File: config.mk
export PLATFORM = sky130hd
export DESIGN_NAME = key_matrix_debounce_events_top
export DESIGN_NICKNAME = d
export VERILOG_FILES = /design/src/kmd_pkg.sv /design/src/kmd_lane.sv /design/src/kmd_merge.sv /design/src/key_matrix_debounce_events_top.sv
export SDC_FILE = /design/constraint.sdc
export NUM_CORES = 1
export LEC_CHECK = 0
export ABC_CLOCK_PERIOD_IN_PS = 9100
export BUFFER_PORTS_ARGS = -buffer_cell sky130_fd_sc_hd__buf_2
export CAP_MARGIN = 10
export CORE_MARGIN = 3
export CORE_UTILIZATION = 63
export CTS_BUF_LIST = sky130_fd_sc_hd__clkbuf_16
export DETAILED_ROUTE_END_ITERATION = 10
export PLACE_DENSITY = 0.77
export SLEW_MARGIN = 20
export SYNTH_ARGS = -nofsm -noshare
export SYNTH_HDL_FRONTEND = slang
export SYNTH_SLANG_ARGS = --single-unit
export TNS_END_PERCENT = 50
File: constraint.sdc
create_clock -name aclk -period 9.1 [get_ports aclk]
set_input_delay 0 -clock aclk [delete_from_list [all_inputs] [get_ports aclk]]
set_output_delay 0 -clock aclk [all_outputs]
set_load 0.01 [all_outputs]
File: src/kmd_pkg.sv
// shared types and constants for the key matrix debounce block
`default_nettype none
package kmd_pkg;

    // field widths
    localparam int COLUMN_W   = 2;
    localparam int LEVELS_W   = 4;
    localparam int TIME_W     = 32;
    localparam int ROW_W      = 2;
    localparam int DEBOUNCE_W = 16;

    // stream data widths, padded to whole bytes
    localparam int S_DATA_W = 40;
    localparam int M_DATA_W = 40;

    // reach of the input fields
    localparam int SAMPLED_ROWS = 4;
    localparam int MAX_COLUMNS  = 4;

    // register file
    localparam int CFG_ADDR_W = 3;
    localparam int CFG_DATA_W = 32;
    localparam logic [0:0] REG_DEBOUNCE_MS = 1'b0;
    localparam logic [DEBOUNCE_W-1:0] DEBOUNCE_RESET = 16'd5;

    // what one row lane found for the current item
    typedef struct packed {
        logic hit;
        logic pressed;
    } lane_evt_t;

endpackage
`default_nettype wire

File: src/kmd_lane.sv
// one row lane: per-column stable state, agreement time and debounce decision
`default_nettype none
module kmd_lane #(
    parameter int COL_SLOTS = 3
) (
    input  wire logic                              aclk,
    input  wire logic                              aresetn,
    input  wire logic                              sample_en,
    input  wire logic [kmd_pkg::COLUMN_W-1:0]      column,
    input  wire logic                              raw_pressed,
    input  wire logic [kmd_pkg::TIME_W-1:0]        now_ms,
    input  wire logic [kmd_pkg::DEBOUNCE_W-1:0]    debounce_ms,
    output kmd_pkg::lane_evt_t                     evt
);

    localparam int IDX_W = (COL_SLOTS > 1) ? $clog2(COL_SLOTS) : 1;

    logic                        stable_reg [COL_SLOTS];
    logic [kmd_pkg::TIME_W-1:0]  agree_reg  [COL_SLOTS];

    logic [IDX_W-1:0]            idx;
    logic                        stable_cur;
    logic [kmd_pkg::TIME_W-1:0]  elapsed;
    logic                        differ;
    logic                        fire;

    assign idx        = column[IDX_W-1:0];
    assign stable_cur = stable_reg[idx];
    assign elapsed    = now_ms - agree_reg[idx];
    assign differ     = raw_pressed != stable_cur;
    assign fire       = differ
                        && (elapsed > {{(kmd_pkg::TIME_W-kmd_pkg::DEBOUNCE_W){1'b0}}, debounce_ms});

    assign evt.hit     = fire;
    assign evt.pressed = raw_pressed;

    always_ff @(posedge aclk) begin
        if (!aresetn) begin
            for (int c = 0; c < COL_SLOTS; c++) begin
                stable_reg[c] <= 1'b0;
                agree_reg[c]  <= '0;
            end
        end else if (sample_en) begin
            if (!differ || fire) begin
                agree_reg[idx] <= now_ms;
            end
            if (fire) begin
                stable_reg[idx] <= raw_pressed;
            end
        end
    end

endmodule
`default_nettype wire

File: src/kmd_merge.sv
// merges lane hits and sends the events out one per cycle while m_tready is high, in row order
`default_nettype none
module kmd_merge #(
    parameter int LANE_COUNT = 4
) (
    input  wire logic                                   aclk,
    input  wire logic                                   aresetn,
    input  wire logic                                   load,
    input  wire kmd_pkg::lane_evt_t                     evt [LANE_COUNT],
    input  wire logic [kmd_pkg::COLUMN_W-1:0]           column,
    input  wire logic [kmd_pkg::TIME_W-1:0]             now_ms,
    output logic                                        in_ready,
    output logic                                        m_tvalid,
    input  wire logic                                   m_tready,
    output logic [kmd_pkg::M_DATA_W-1:0]                m_tdata,
    output logic                                        m_tuser,
    output logic                                        m_tlast
);

    // current group of events being sent
    logic [LANE_COUNT-1:0]         cur_mask_reg,  cur_mask_next;
    logic [LANE_COUNT-1:0]         cur_press_reg, cur_press_next;
    logic [kmd_pkg::COLUMN_W-1:0]  cur_col_reg,   cur_col_next;
    logic [kmd_pkg::TIME_W-1:0]    cur_time_reg,  cur_time_next;
    // one waiting group behind it
    logic                          nxt_valid_reg, nxt_valid_next;
    logic [LANE_COUNT-1:0]         nxt_mask_reg,  nxt_mask_next;
    logic [LANE_COUNT-1:0]         nxt_press_reg, nxt_press_next;
    logic [kmd_pkg::COLUMN_W-1:0]  nxt_col_reg,   nxt_col_next;
    logic [kmd_pkg::TIME_W-1:0]    nxt_time_reg,  nxt_time_next;

    logic [LANE_COUNT-1:0]         new_mask;
    logic [LANE_COUNT-1:0]         new_press;
    logic                          new_hit;
    logic [LANE_COUNT-1:0]         rest;
    logic [LANE_COUNT-1:0]         cur_after;
    logic [kmd_pkg::ROW_W-1:0]     row_sel;
    logic                          take;

    always_comb begin
        for (int i = 0; i < LANE_COUNT; i++) begin
            new_mask[i]  = evt[i].hit;
            new_press[i] = evt[i].pressed;
        end
    end

    assign new_hit = load && (|new_mask);

    // lowest pending row
    always_comb begin
        row_sel = '0;
        for (int i = LANE_COUNT - 1; i >= 0; i--) begin
            if (cur_mask_reg[i]) begin
                row_sel = kmd_pkg::ROW_W'(i);
            end
        end
    end

    assign rest      = cur_mask_reg & (cur_mask_reg - LANE_COUNT'(1));
    assign m_tvalid  = |cur_mask_reg;
    assign take      = m_tvalid && m_tready;
    assign cur_after = take ? rest : cur_mask_reg;
    assign in_ready  = !nxt_valid_reg;

    assign m_tdata = {{(kmd_pkg::M_DATA_W - kmd_pkg::TIME_W - kmd_pkg::COLUMN_W
                        - kmd_pkg::ROW_W){1'b0}},
                      cur_time_reg, cur_col_reg, row_sel};
    assign m_tuser = cur_press_reg[row_sel];
    assign m_tlast = rest == '0;

    always_comb begin
        cur_mask_next  = cur_after;
        cur_press_next = cur_press_reg;
        cur_col_next   = cur_col_reg;
        cur_time_next  = cur_time_reg;
        nxt_valid_next = nxt_valid_reg;
        nxt_mask_next  = nxt_mask_reg;
        nxt_press_next = nxt_press_reg;
        nxt_col_next   = nxt_col_reg;
        nxt_time_next  = nxt_time_reg;
        if (cur_after == '0) begin
            if (nxt_valid_reg) begin
                cur_mask_next  = nxt_mask_reg;
                cur_press_next = nxt_press_reg;
                cur_col_next   = nxt_col_reg;
                cur_time_next  = nxt_time_reg;
                nxt_valid_next = 1'b0;
            end else if (new_hit) begin
                cur_mask_next  = new_mask;
                cur_press_next = new_press;
                cur_col_next   = column;
                cur_time_next  = now_ms;
            end
        end else if (new_hit) begin
            nxt_valid_next = 1'b1;
            nxt_mask_next  = new_mask;
            nxt_press_next = new_press;
            nxt_col_next   = column;
            nxt_time_next  = now_ms;
        end
    end

    always_ff @(posedge aclk) begin
        if (!aresetn) begin
            cur_mask_reg  <= '0;
            nxt_valid_reg <= 1'b0;
        end else begin
            cur_mask_reg  <= cur_mask_next;
            nxt_valid_reg <= nxt_valid_next;
        end
    end

    always_ff @(posedge aclk) begin
        cur_press_reg <= cur_press_next;
        cur_col_reg   <= cur_col_next;
        cur_time_reg  <= cur_time_next;
        nxt_mask_reg  <= nxt_mask_next;
        nxt_press_reg <= nxt_press_next;
        nxt_col_reg   <= nxt_col_next;
        nxt_time_reg  <= nxt_time_next;
    end

endmodule
`default_nettype wire

File: src/key_matrix_debounce_events_top.sv
// top level of the key matrix debounce block with press and release events
//
//   channel   direction  tdata / tuser / tlast
//   s_        in         column, row_levels, now_ms
//   m_        out        key_row, key_column, event_time_ms / key_pressed / last_event
//   apb       in         debounce_ms at byte address 0
//
// when an item is taken, every row lane reads its key of the chosen column,
// decides and updates its state at the accepting edge
// the events of one item leave one per cycle from the output buffer while m_tready
// is high, so an item gives 0 to 4 events at the output, one for each key it changes
// one more group of events waits behind the one being sent; s_tready drops only
// while that slot is full, so a stalled output holds back at most one item
// reset clears all keys to released with agreement time zero, debounce_ms to 5
`default_nettype none
module key_matrix_debounce_events_top #(
    parameter int ROW_COUNT    = 4,
    parameter int COLUMN_COUNT = 3
) (
    input  wire logic                                aclk,
    input  wire logic                                aresetn,
    // input items
    input  wire logic                                s_tvalid,
    output logic                                     s_tready,
    // [1:0] column, [5:2] row_levels, [37:6] now_ms, [39:38] zero
    input  wire logic [kmd_pkg::S_DATA_W-1:0]        s_tdata,
    // result items
    output logic                                     m_tvalid,
    input  wire logic                                m_tready,
    // [1:0] key_row, [3:2] key_column, [35:4] event_time_ms, [39:36] zero
    output logic [kmd_pkg::M_DATA_W-1:0]             m_tdata,
    // [0] key_pressed
    output logic                                     m_tuser,
    output logic                                     m_tlast,
    // configuration
    input  wire logic                                psel,
    input  wire logic                                penable,
    input  wire logic                                pwrite,
    input  wire logic [kmd_pkg::CFG_ADDR_W-1:0]      paddr,
    input  wire logic [kmd_pkg::CFG_DATA_W-1:0]      pwdata,
    output logic [kmd_pkg::CFG_DATA_W-1:0]           prdata,
    output logic                                     pready
);

    // rows beyond the levels field and columns beyond the index field are never touched
    localparam int LANE_COUNT = (ROW_COUNT < kmd_pkg::SAMPLED_ROWS)
                                ? ROW_COUNT : kmd_pkg::SAMPLED_ROWS;
    localparam int COL_SLOTS  = (COLUMN_COUNT < kmd_pkg::MAX_COLUMNS)
                                ? COLUMN_COUNT : kmd_pkg::MAX_COLUMNS;

    // register file
    logic [kmd_pkg::DEBOUNCE_W-1:0] debounce_reg;
    logic                           cfg_write;

    assign pready    = 1'b1;
    assign cfg_write = psel && penable && pwrite && pready;

    always_ff @(posedge aclk) begin
        if (!aresetn) begin
            debounce_reg <= kmd_pkg::DEBOUNCE_RESET;
        end else if (cfg_write && (paddr[2] == kmd_pkg::REG_DEBOUNCE_MS)) begin
            debounce_reg <= pwdata[kmd_pkg::DEBOUNCE_W-1:0];
        end
    end

    always_comb begin
        prdata = '0;
        if (paddr[2] == kmd_pkg::REG_DEBOUNCE_MS) begin
            prdata = {{(kmd_pkg::CFG_DATA_W - kmd_pkg::DEBOUNCE_W){1'b0}}, debounce_reg};
        end
    end

    // input fields
    logic [kmd_pkg::COLUMN_W-1:0] in_column;
    logic [kmd_pkg::LEVELS_W-1:0] in_levels;
    logic [kmd_pkg::TIME_W-1:0]   in_now;
    logic                         col_ok;
    logic                         sample_en;
    logic                         merge_ready;

    assign in_column = s_tdata[1:0];
    assign in_levels = s_tdata[5:2];
    assign in_now    = s_tdata[37:6];

    // out-of-range column: item is consumed with no effect
    assign col_ok    = {1'b0, in_column} < 3'(COL_SLOTS);
    assign s_tready  = merge_ready;
    assign sample_en = s_tvalid && s_tready && col_ok;

    // one lane per sampled row, levels are active low
    kmd_pkg::lane_evt_t lane_evt [LANE_COUNT];

    for (genvar r = 0; r < LANE_COUNT; r++) begin : g_lane
        kmd_lane #(
            .COL_SLOTS(COL_SLOTS)
        ) u_lane (
            .aclk        (aclk),
            .aresetn     (aresetn),
            .sample_en   (sample_en),
            .column      (in_column),
            .raw_pressed (~in_levels[r]),
            .now_ms      (in_now),
            .debounce_ms (debounce_reg),
            .evt         (lane_evt[r])
        );
    end

    // collect lane hits and serialize them in row order
    kmd_merge #(
        .LANE_COUNT(LANE_COUNT)
    ) u_merge (
        .aclk     (aclk),
        .aresetn  (aresetn),
        .load     (sample_en),
        .evt      (lane_evt),
        .column   (in_column),
        .now_ms   (in_now),
        .in_ready (merge_ready),
        .m_tvalid (m_tvalid),
        .m_tready (m_tready),
        .m_tdata  (m_tdata),
        .m_tuser  (m_tuser),
        .m_tlast  (m_tlast)
    );

endmodule
`default_nettype wire

### Word-level counts from Yosys, hierarchy flattened

Memories as Yosys holds them, arrays and structs flattened.
Cells that the tools add are included.

| cells by class | value |
|---|---|
| reduce and logical (&&, ||, !) cells | 36 |
| $lt $le $gt $ge | 6 |
| bitwise operators | 8 |
| mux-type cells | 74 |
| add/subtract/negate cells | 5 |
| equality and inequality tests | 4 |

Operators with widths:

| kind | number |
|---|---|
| $mux 32 | 6 |
| $gt 32x16->1 | 4 |
| $reduce_or 32->1 | 4 |
| $sub 32x32->32 | 4 |
| $mux 1 | 46 |
| $mux 2 | 14 |
| $mux 4 | 6 |
| $mux 16 | 1 |
| $logic_and 1x1->1 | 11 |
| $logic_not 4->1 | 2 |
| $reduce_or 4->1 | 2 |
| $not 1->1 | 7 |
| $logic_not 1->1 | 5 |
| $and 4x4->4 | 1 |
| $logic_or 1x1->1 | 4 |
| $ne 1x1->1 | 4 |
| $reduce_and 2->1 | 2 |
| $reduce_or 1->1 | 4 |
| $sub 4x1->4 const B | 1 |
| $lt 2x3->1 const B | 1 |
| $bmux 1 s2 | 1 |
| $lt 2x2->1 const B | 1 |
| $reduce_bool 2->1 | 1 |
| $reduce_or 2->1 | 1 |

| storage, ports and cells | value |
|---|---|
| input port bits | 82 |
| memories | 8 |
| bits in registers | 101 |
| bits in writable memories | 396 |

Memories:

| memory | words | width | rd ports | clocked after Yosys merged registers in | wr ports | RTL line | RTL |
|---|---|---|---|---|---|---|---|
| g_lane[0].u_lane.agree_reg | 3 | 32 | 1 | 0 | 3 | kmd_lane.sv:19 | `logic [kmd_pkg::TIME_W-1:0] agree_reg [COL_SLOTS];` |
| g_lane[1].u_lane.agree_reg | 3 | 32 | 1 | 0 | 3 | kmd_lane.sv:19 |  |
| g_lane[2].u_lane.agree_reg | 3 | 32 | 1 | 0 | 3 | kmd_lane.sv:19 |  |
| g_lane[3].u_lane.agree_reg | 3 | 32 | 1 | 0 | 3 | kmd_lane.sv:19 |  |
| g_lane[0].u_lane.stable_reg | 3 | 1 | 1 | 0 | 3 | kmd_lane.sv:18 | `logic stable_reg [COL_SLOTS];` |
| g_lane[1].u_lane.stable_reg | 3 | 1 | 1 | 0 | 3 | kmd_lane.sv:18 |  |
| +2 memories | n/a | n/a | n/a | n/a | n/a | n/a |  |

### Logic depth before layout (Yosys ltp)

Gate-level depths: netlist of the first run.
An unclocked memory read counts as a cell.

| logic depth | value |
|---|---|
| depth after elaboration | 11 |
| mapped depth | 28 |
| mapped depth without buffers | 23 |

### By module

Synthesis of the first run repeated with hierarchy kept, for this count alone.

| second synthesis, totals | value |
|---|---|
| cells, all modules | 3161 |
| area total of the unflattened synthesis | 37395.9 um^2 |

Modules (own cells, without submodules):

| module | area each (um^2) | instances | cells each |
|---|---|---|---|
| kmd_lane (g_lane[3].u_lane) | 8465.6 | 1 | 760 |
| kmd_lane (g_lane[1].u_lane) | 8264.2 | 1 | 697 |
| kmd_lane (g_lane[2].u_lane) | 8222.9 | 1 | 714 |
| kmd_lane (g_lane[0].u_lane) | 8159.1 | 1 | 695 |
| kmd_merge | 3343.2 | 1 | 183 |
| key_matrix_debounce_events_top | 940.9 | 1 | 112 |

### Worst setup path before layout of the first run

OpenSTA, ideal clock, no wires.

| timing | value |
|---|---|
| path type | in2reg |
| from | input port s_tdata[0] (netlist bit) |
| to | register u_merge.nxt_col_reg[0] (netlist bit), enable pin |
| stages on the path | 26 |
| data arrival time | 7.711 ns |
| path slack | 0.934 ns |
| data required time | 8.645 ns |
| cells stage by stage | buf_2 clkbuf_1 buf_1 buf_1 mux4_2 ha_1 fa_1 nand2b_1 a21oi_1 nor2_1 o21a_1 o21ai_0 a21oi_1 xnor2_1 ha_1 nand4_1 nor4_1 a21boi_0 or4_1 a211oi_1 and4_1 nand4_1 or4_4 nor2b_1 nor2b_1 a21oi_1 |

| on the way | value |
|---|---|
| longest elaborated chain between the ends | 7 |
| elaborated cells on any way between the ends | 29 |
| classes of those cells | add/sub: 4; order compare: 5; eq/ne: 4; reduce/logical: 8; memory: 8 |

RTL lines:

| element | RTL line | RTL |
|---|---|---|
| from (decl) | key_matrix_debounce_events_top.sv:26 | `input wire logic [kmd_pkg::S_DATA_W-1:0] s_tdata,` |
| $mem_v2 3x32 | n/a |  |
| $sub 32x32->32 | kmd_lane.sv:29 | `assign elapsed = now_ms - agree_reg[idx];` |
| $gt 32x16->1 | kmd_lane.sv:32 | `&& (elapsed > {{(kmd_pkg::TIME_W-kmd_pkg::DEBOUNCE_W){1'b0}}, debounce_ms});` |
| $logic_and 1x1->1 * | kmd_lane.sv:32 |  |
| net g_lane[3].u_lane.fire | kmd_lane.sv:25 | `logic fire;` |
| $reduce_or 4->1 * | kmd_merge.sv:47 | `assign new_hit = load && (\|new_mask);` |
| $logic_and 1x1->1 * | kmd_merge.sv:47 |  |
| $reduce_and 2->1 (no line) * | n/a |  |
| to (signal assigned) | kmd_merge.sv:119 | `nxt_col_reg <= nxt_col_next;` |
| to (decl) | kmd_merge.sv:29 | `logic [kmd_pkg::COLUMN_W-1:0] nxt_col_reg, nxt_col_next;` |

Mark *: on every way through the listed nets, which the timed path passes. The rest lies on a longest branch.
A chain may end at the register's enable or synchronous reset.

### Worst setup path in the final report of the first run

| timing | value |
|---|---|
| from | input port s_tdata[0] (netlist bit) |
| to | register u_merge.nxt_time_reg[30] (netlist bit), enable pin |

| on the way | value |
|---|---|
| longest elaborated chain between the ends | 7 |
| elaborated cells on any way between the ends | 29 |
| classes of those cells | add/sub: 4; order compare: 5; eq/ne: 4; reduce/logical: 8; memory: 8 |

RTL lines:

| element | RTL line | RTL |
|---|---|---|
| $mem_v2 3x32 | n/a |  |
| $sub 32x32->32 | kmd_lane.sv:29 |  |
| $gt 32x16->1 | kmd_lane.sv:32 |  |
| $logic_and 1x1->1 | kmd_lane.sv:32 |  |
| $reduce_or 4->1 | kmd_merge.sv:47 |  |
| $logic_and 1x1->1 * | kmd_merge.sv:47 |  |
| $reduce_and 2->1 (no line) * | n/a |  |
| to (signal assigned) | kmd_merge.sv:120 | `nxt_time_reg <= nxt_time_next;` |
| to (decl) | kmd_merge.sv:30 | `logic [kmd_pkg::TIME_W-1:0] nxt_time_reg, nxt_time_next;` |

Mark *: on every way between the ends. The rest lies on a longest branch, timed or not.

==> results of run 1 <==
## timing repair
| item | 4_1_cts | 5_1_grt |
|---|---|---|
| hold buffers | 56 | 0 |
| setup buffers | 0 | 0 |
| endpoints found under the setup margin | 0 | 0 |
| gates resized for setup | 0 | 0 |
| hold endpoints to repair | 223 | 0 |
## report_power, final
group | switching [mW] | internal, mW
logic | 1.03 | 0.648
clock network | 1.11 | 1.51
registers | 0.0479 | 3.35
## cell type report
type                            count  area, um^2  area share, %
Sequential cell                   629       18600           46.2
Multi-Input combinational cell   2153       16400           40.9
Clock buffer                       67        1680           4.17
Timing Repair Buffer              216        1490           3.70
Tap cell                          748         936           2.33
Inverter                          178         668           1.66
Clock inverter                     45         397          0.987
Antenna cell                        2        5.00         0.0125
## worst max-delay path: stages
cell                            delay (ns)
sky130_fd_sc_hd__dlygate4sd3_1        0.57
sky130_fd_sc_hd__buf_8                0.59
sky130_fd_sc_hd__buf_4                0.57
sky130_fd_sc_hd__mux4_2               0.56
sky130_fd_sc_hd__inv_1                0.07
sky130_fd_sc_hd__ha_1                 0.28
sky130_fd_sc_hd__nand4_1              0.25
sky130_fd_sc_hd__or3_1                0.43
sky130_fd_sc_hd__o21bai_1             0.36
sky130_fd_sc_hd__xor2_1               0.30
sky130_fd_sc_hd__ha_1                 0.30
sky130_fd_sc_hd__nand4_1              0.16
sky130_fd_sc_hd__nor3_1               0.09
sky130_fd_sc_hd__a21boi_0             0.14
sky130_fd_sc_hd__o31a_1               0.37
sky130_fd_sc_hd__a2111o_1             0.38
sky130_fd_sc_hd__nor4_1               0.30
sky130_fd_sc_hd__nand4_1              0.12
sky130_fd_sc_hd__a211o_1              0.41
sky130_fd_sc_hd__o31ai_2              0.59
sky130_fd_sc_hd__nor2b_1              0.49
sky130_fd_sc_hd__a21oi_4              0.30
sky130_fd_sc_hd__buf_4                0.32
## cell usage in the layout (no fill, tap or decap), types with 9 or more instances in the layout
cell type / Yosys / layout
sky130_fd_sc_hd__o21ai_0: 112 / 103
sky130_fd_sc_hd__and2_1: 377 / 377
sky130_fd_sc_hd__a21oi_1: 189 / 187
sky130_fd_sc_hd__buf_4: 21 / 43
sky130_fd_sc_hd__edfxtp_1: 596 / 596
sky130_fd_sc_hd__a21o_1: 55 / 55
sky130_fd_sc_hd__dlygate4sd3_1: 0 / 56
sky130_fd_sc_hd__mux4_2: 133 / 133
sky130_fd_sc_hd__conb_1: 2 / 153
sky130_fd_sc_hd__a211oi_1: 26 / 26
sky130_fd_sc_hd__or3_1: 13 / 13
sky130_fd_sc_hd__o21ai_4: 0 / 9
sky130_fd_sc_hd__nand2_1: 196 / 196
sky130_fd_sc_hd__xor2_1: 35 / 35
sky130_fd_sc_hd__and4_1: 9 / 9
sky130_fd_sc_hd__o21ai_1: 9 / 9
sky130_fd_sc_hd__nand2b_1: 34 / 31
sky130_fd_sc_hd__inv_1: 178 / 189
sky130_fd_sc_hd__mux2i_1: 17 / 17
sky130_fd_sc_hd__nand4_1: 47 / 47
sky130_fd_sc_hd__nor3_1: 56 / 56
sky130_fd_sc_hd__buf_2: 19 / 115
sky130_fd_sc_hd__nand3_1: 36 / 36
sky130_fd_sc_hd__a31oi_1: 21 / 21
sky130_fd_sc_hd__ha_1: 196 / 196
sky130_fd_sc_hd__nor2b_1: 14 / 14
sky130_fd_sc_hd__and3_1: 13 / 13
sky130_fd_sc_hd__clkinv_1: 0 / 15
sky130_fd_sc_hd__o21a_1: 24 / 24
sky130_fd_sc_hd__nor4_1: 9 / 9
sky130_fd_sc_hd__nor2_1: 111 / 108
sky130_fd_sc_hd__clkbuf_16: 0 / 67
sky130_fd_sc_hd__xnor2_1: 52 / 52
sky130_fd_sc_hd__dfxtp_1: 33 / 32
sky130_fd_sc_hd__mux2_2: 36 / 36
sky130_fd_sc_hd__o211ai_1: 29 / 29
sky130_fd_sc_hd__o2111ai_1: 9 / 9
## kinds of logic after synthesis
kind of cell	count (synthesis)	synth area share (%)
XOR/XNOR	87	2.13
AND/OR/NAND/NOR	950	14.5
flip-flops	629	51.8
other	2	0.0210
AO/OA/AOI/OAI	575	10.2
buffers and inverters	367	4.22
multiplexers	186	9.98
adder cells (fa/ha/maj)	202	7.13
## worst paths after layout
kind,end,cells past startpoint,slack (ns),start
min reg2reg,debounce_reg[10],2,0.46,debounce_reg[10]
max reg2reg,u_merge.nxt_time_reg[30],23,1.81,g_lane[1].u_lane.agree_reg[3][0]
max,u_merge.nxt_time_reg[30],23,1.39,s_tdata[0]
min,g_lane[3].u_lane.agree_reg[3][8],1,0.02,s_tdata[14]
## metal layers
layer / share of wire [%] / routed length, um
met2: 49 / 47300
met3: 7.5 / 7210
met1: 38 / 36700
met4: 4.8 / 4620
met5: 0 / 0
## per-stage QoR
step                      utilization, %  std cells
after floorplan                        -       3149
after global placement              67.5       3868
after detailed placement            67.5       3868
after CTS                           72.2       4036
after global routing                72.2       4036
final                               72.2       4038
==> results.md, run 1 <==
Status:
- The flow ran to the end, and the final reports show no timing, DRC or antenna violations.

Synth:
- After synthesis, the share of flip-flops with an asynchronous set or reset is 0%.
- Dividing the synthesized area by the synthesized cell count gives between 10 and 15 um^2.
- By count the netlist is led by sky130_fd_sc_hd__edfxtp_1 (596), sky130_fd_sc_hd__and2_1 (377), sky130_fd_sc_hd__ha_1 (196), sky130_fd_sc_hd__nand2_1 (196), sky130_fd_sc_hd__a21oi_1 (189).
- The prevailing post-synth register cell is sky130_fd_sc_hd__edfxtp_1.
- The largest area contributor in the synthesized netlist is sky130_fd_sc_hd__edfxtp_1.
- The cell count after synthesis is 2998.
- Synthesis instantiated 88 different standard cells from the library.
- Yosys attributes the largest share of cell area to sky130_fd_sc_hd__edfxtp_1 (50%), sky130_fd_sc_hd__mux4_2 (8.4%), sky130_fd_sc_hd__ha_1 (6.9%).
- Yosys mapped a number of flops with a built-in enable equal to 596.
- The most frequent cell after synthesis is sky130_fd_sc_hd__edfxtp_1.
- The Yosys warning count is 0.
- The post-synthesis cell area is between 30000 and 40000 um^2.
- Counting flops and latches in the post-synthesis netlist gives ~630.
- Sequential cells were found to cover 51.8% of the synthesized design area.
- The synthesized design devotes to its leading area cell type 50.0% of total area.

Cells and area:
- The area added between synthesis and finish is 12.2%.
- Cells with a size suffix above 1 make up 13.8% of the layout.
- The final design instance area without fill is between 40000 and 50000 um^2.
- The flip-flop count of the largest register, all copies and words added is just over 500.
- The filler cells instantiated in the layout total between 3000 and 4000.
- The final-stage net count is 3526.

Global route:
- The number of global-route vias before repair is around 26000.
- Global routing consumed, over all layers together, about a third of the routing resources.
- The met1 track demand over resource in global routing is between 40% and 50%.
- Entering global routing, the biggest net connects between 60 and 70 pins.
- The global-route track usage on met3 is 5.44%.
- The wire length of the first global-routing pass is between 100 and 150 mm.
- The most heavily used metal layer in global routing is met2.
- The total overflow left after global routing is 0.
- Global routing used ~55% of the available met2 tracks.
- The initial antenna violation count is 4.

STA:
- For the pin with the worst max-slew slack, the measured transition is ~0.95 ns.
- Dividing the final minimum period by the clock period gives 84.7%.
- The headroom to the max-slew limit is 36.9%.
- The smallest clock period supported by the final layout is computed as ~7.7 ns.
- The number of failing hold endpoints at the final stage is 0.
- The clock arrives with roughly 0.024 ns of skew.
- The final setup violation count is 0.
- For this run, the top clock speed supported by timing is ~0.13 GHz.
- Setup repair after global routing left no endpoint under its margin.
- The worst path meets setup with between 1 and 1.5 ns of slack.
- The worst hold margin is about 0.023 ns.
- The total negative setup slack is 0 ns.
- The number of pins with negative max-slew slack in the final report came to 0.

CTS:
- No sink is reached through more buffers than the 3 on the longest clock path.
- The total CTS buffers is between 60 and 70.
- CTS placed an instance of sky130_fd_sc_hd__clkbuf_16 at the clock tree root.
- The clock drives roughly 630 sinks.
- The TritonCTS clock tree is done.
- Clock-pin slew was measured on the worst setup and hold paths at 0.06 ns.
- For the worst-skew pair, the clock arrives at the later sink with an insertion delay of a little over 0.6 ns.
- The H-tree generated during clock tree synthesis spans 3 levels.

Floorplanning:
- The number of rows in the core area is 86.
- Measured along the y axis, the die boundary spans 244 um.
- The top-level port count is roughly 160.
- The initial core utilization is between 60% and 70%.
- The width of the chip is between 200 and 250 um.
- The core area is between 50000 and 60000 um^2.
- The die footprint is roughly 60000 um^2.

Placement:
- Port buffering added between 100 and 150 buffers.
- In this run the cell area measured after placement is roughly 38000 um^2.
- The congestion estimate from routability-driven global placement came to slightly below 1.
- At the placement stage, the worst setup path has a slack of around 1.4 ns.
- Once detailed placement completed, the half-perimeter wirelength came to roughly 66 mm.

Power and ir drop:
- The total power is ~7.7 mW.
- The cell leakage power is 15.6 nW.
- The total power divided by cell area is between 150 and 200 nW/um^2.
- VDD sags by at most about 0.21 mV.

Route:
- The per-cell routed wire length is ~24 um.
- In the routed design, unresolved DRC markers number 0.
- The detailed-route vias per instance is a little over 6.
- In this run, the number of DRC markers left after iteration 0 of detailed routing was around 2100.
- The detailed-route via count is 25070.
- Wires add up to around 96 mm.
- Before antenna repair, the detailed router went through 5 iterations.
- The remaining antenna violation count after routing is 0.

Setup path:
- Data on the critical path arrives at its endpoint at roughly 8.0 ns.
- The required arrival time at the worst endpoint is 9.41 ns.
- The worst setup path is of the input port to flop kind.
- The type of origin of the critical path is an input port.
- In this run the worst path has a maximum fanout of 66.
- The worst setup path is captured at a flop.

Run:
- Max-cap violations in this run came to 0.

Min path:
- In this run the worst hold path is classified as input port to flop.
Power figures use the tool's default switching activity.
==> inputs of run 2 (changes only) <==
ABC_CLOCK_PERIOD_IN_PS = 6300   (was 9100)
CORE_UTILIZATION = 57   (was 63)
PLACE_DENSITY = 0.74   (was 0.77)
clock period = 6.3 ns   (was 9.1 ns; I/O delays follow)
==> run 2 against run 1 <==
  * Hold slack improved by 0.064 ns
  * Final cell count grew 5.5%
  * Global-route usage decreased by 2.6 points
  * Clock power is 55% higher
  * Combinational power increased by 56%
  * Critical endpoint is now u_merge.nxt_time_reg[28]
  * Worst setup slack got worse by 1.2 ns
  * Total power up 51%
  * Via count up 1.2%
  * Die area up 10%
  * Critical path type is now flop to flop
  * Sequential power increased by 44%
==> results.md, run 2 (same netlist as run 1, synthesis figures left out) <==
Status:
- The flow ran to the end, and the final reports show no timing, DRC or antenna violations.

STA:
- The number of failing hold endpoints at the final stage came to 0.
- Setup repair after global routing could not meet its margin everywhere.
- The fraction of the cycle the final worst path needs is a little over nine tenths.
- The total negative setup slack is 0 ns.
- Setup violations remaining at the end of the flow were counted as 0.
- In this run the tightest slew margin relative to its limit is about 26%.
- The number of pins with negative max-slew slack in the final report is 0.
- Final hold analysis gives a worst-case slack of 0.0873 ns.
- The maximum clock frequency is ~0.16 GHz.
- The clock period could shrink to 6.13 ns.
- The slew of the pin with the lowest slew margin is between 1 and 1.5 ns.
- On the final layout, the worst clock skew is approximately 0.024 ns.
- The minimum setup slack in the final design is 0.167 ns.

Placement:
- Including well taps, the total number of placed cells is between 4000 and 5000.
- Port buffering added roughly 120 buffers.
- The pre-CTS setup slack is -0.275 ns.
- The placed wire-length estimate is 70.5 mm.
- The routability congestion estimate from global placement is 0.972.

Power and ir drop:
- The power dissipated by switching net loads is 3.32 mW.
- The part of the power in registers is a little over two fifths.
- The clock network accounts for roughly a third of the total power.
- The internal power contribution is slightly above 8 mW.
- The total power divided by cell area is ~280 nW/um^2.
- The switching fraction of total power is about 29%.
- The analysis attributes to cell leakage a power of 16.5 nW.
- In this run, the combinational gates consume a little under a quarter of the power.
- The maximum VDD drop is roughly 0.23 mV.

Cells and area:
- The area growth from synthesis to layout is 16.9%.
- Leaving out fill and tap cells, the most frequent cell in the layout is sky130_fd_sc_hd__edfxtp_1.
- The number of inserted diodes is 0.
- The filler cells instantiated in the layout total 4661.
- The final-stage net count is about 3700.
- The number of cells in the finished layout apart from fillers is roughly 4300.
- The ratio of cells with drive above 1 in the final layout is approximately 17%.
- The library cells used most frequently in the layout, excluding fill and tap cells, are sky130_fd_sc_hd__edfxtp_1 (596), sky130_fd_sc_hd__and2_1 (377), sky130_fd_sc_hd__nand2_1 (196), sky130_fd_sc_hd__ha_1 (196), sky130_fd_sc_hd__inv_1 (193).
- The sequential cell area in the final layout is around 19000 um^2.
- The flip-flop count of the largest register, all copies and words added is around 510.
- The total area of multi-input combinational cells is roughly 16000 um^2.

Setup path:
- For the worst setup path, the data arrival time is 6.42 ns.
- The cell with the most instances on the worst path is sky130_fd_sc_hd__buf_4.
- The type of origin of the critical path is a flop.
- For this design, the slowest cell found on the critical path is sky130_fd_sc_hd__or4_1.
- The critical setup path kind is flop to flop.
- The worst register-to-register path begins at g_lane[2].u_lane.agree_reg[0][0].
- The critical path's largest stage delay is a little over 0.5 ns.
- The number of buffer and inverter instances along the worst setup path is 5.
- Of all nets on the critical path, the largest fanout is 29.
- The family with the most delay on the worst path is compound AO/OA/AOI/OAI gates.
- For the worst flop-to-flop path, the logic depth is 24.
- The required arrival time at the worst endpoint is roughly 6.6 ns.
- The endpoint identified for the worst register-to-register timing path is u_merge.nxt_time_reg[28].
- The origin of the worst setup path is g_lane[2].u_lane.agree_reg[0][0].
- Walking the worst path, the cells encountered are mux4_2 -> ha_1 -> fa_1 -> nand2b_1 -> a21o_1 -> a2111oi_2 -> buf_4 -> nor2_1 -> xnor2_1 -> ha_1 -> nand4_1 -> or4_1 -> buf_4 -> a21o_1 -> a21oi_2 -> a2111oi_2 -> o2111ai_1 -> a2111oi_2 -> buf_4 -> a21boi_1 -> buf_4 -> nor2_1 -> a21oi_4 -> buf_12.
- The kind of capture point of the worst setup path is a flop.
- Setup slack on the worst reg-to-reg path comes out at 0.17 ns.

CTS:
- The tree built by TritonCTS fans out to 629 sinks.
- TritonCTS built the clock tree.
- The tree is rooted in a sky130_fd_sc_hd__clkbuf_16.
- After clock tree synthesis, the clock-pin slew on the worst setup and hold paths is roughly 0.06 ns.
- The clock insertion delay at the later pin of the skew report is roughly 0.62 ns.
- TritonCTS created 69 clock buffers.
- The H-tree depth is 3.
- Counting along the longest clock path gives a buffer depth of 3.

Floorplanning:
- For this design the top-level I/O count stands at 159.
- The initial core utilization is 57.8%.
- The core region is roughly 62000 um^2.
- The die footprint is about 66000 um^2.
- The floorplan step set the die height to 257 um.
- The die is roughly 260 um wide.
- Row generation in the floorplan step produced 91 rows.

Route:
- The detail route stage leaves a number of antenna-violating nets equal to 0.
- The detailed-route vias per instance is 5.95.
- The remaining routing DRC violations is 0.
- The first routing iteration left between 2000 and 2500 violations.
- The per-cell routed wire length is 23.0 um.
- The detailed-route via count is 25361.
- The final routed wirelength across all metal layers is about 100 mm.
- The pre-antenna-repair detailed-routing pass consisted of 6 iterations.

Global route:
- The wire length of the first global-routing pass is 150 mm.
- Entering global routing, the biggest net connects 52 pins.
- Across every metal layer, demand over resource in global routing totals 29.9%.
- The total grt overflow is 0.
- The number of global-route vias before repair is 26473.
- The initial antenna violation count is 3.

Min path:
- The worst hold path begins at aresetn.
- Along the worst hold path, the cell count comes to 3.
- The path type of the worst min-delay path is input port to flop.
- The path with the worst hold slack has its endpoint at g_lane[3].u_lane.stable_reg[0].

Run:
- The number of max-cap violations is 0.
run 2: changes by cell type in the layout (fill, tap and decap cells not counted), sizes merged:
cell / change
buf: +123
inv: +8
diode: -2
clkbuf: +4
clkinvlp: +1
dlygate4sd3: -1
bufinv: +1
run 2: timing repair:
action | CTS | global route
endpoints found under the hold margin | 319 | 0
gates resized for setup | 3 | 10
hold buffers | 55 | 0
pin swaps | 1 | 4
setup endpoints to repair | 275 | 602
cloned | 0 | 0
setup buffers | 0 | 2
run 2: area by class of cell:
type,instances,area share (%)
sequential,629,44.3
multi-input combinational,2153,39.4
timing repair buffer,338,6.69
clock buffer,71,4.25
tap,837,2.50
inverter,178,1.60
clock inverter,55,1.22
run 2: tightest hold or removal path, stage by stage:
cell	delay, ns
sky130_fd_sc_hd__buf_2	0.39
sky130_fd_sc_hd__nand2_1	0.19
sky130_fd_sc_hd__mux2i_1	0.06
run 2: power groups by stage:
stage	clock network (mW)	registers, mW	logic (mW)
2_1_floorplan	0	4.98	1.69
3_3_place_gp	0	4.97	2.50
3_5_place_dp	0	4.99	2.54
4_1_cts	4.13	4.91	2.58
5_1_grt	4.31	4.93	2.87
6_report	4.07	4.91	2.62
run 2: metrics by stage:
stage	utilization, %	area (um^2)	power, mW
after floorplan	-	36500	6.67
after global placement	62.9	39000	7.47
after detailed placement	62.9	39000	7.54
after global routing	67.6	41900	12.1
final	67.6	41900	11.6
after CTS	67.5	41800	11.6
run 2: per-layer routing:
metal,track usage (%),up-vias,wire (um)
met3,5.32,216,7100
met5,0,-,32
met4,12.7,4,3970
li1,-,11726,-
met2,52.3,925,49400
met1,36.7,12490,37700
run 2: how the worst max path moves through the flow:
stage          cells past startpoint                           endpoint  slack, ns
2_1_floorplan                     26             u_merge.nxt_col_reg[0]       0.04
3_3_place_gp                      22  g_lane[2].u_lane.agree_reg[1][30]      -0.28
3_5_place_dp                      22  g_lane[2].u_lane.agree_reg[0][24]      -0.27
4_1_cts                           24            u_merge.cur_time_reg[5]       0.02
5_1_grt                           22  g_lane[2].u_lane.agree_reg[0][23]      -0.05
6_report                          24           u_merge.nxt_time_reg[28]       0.17
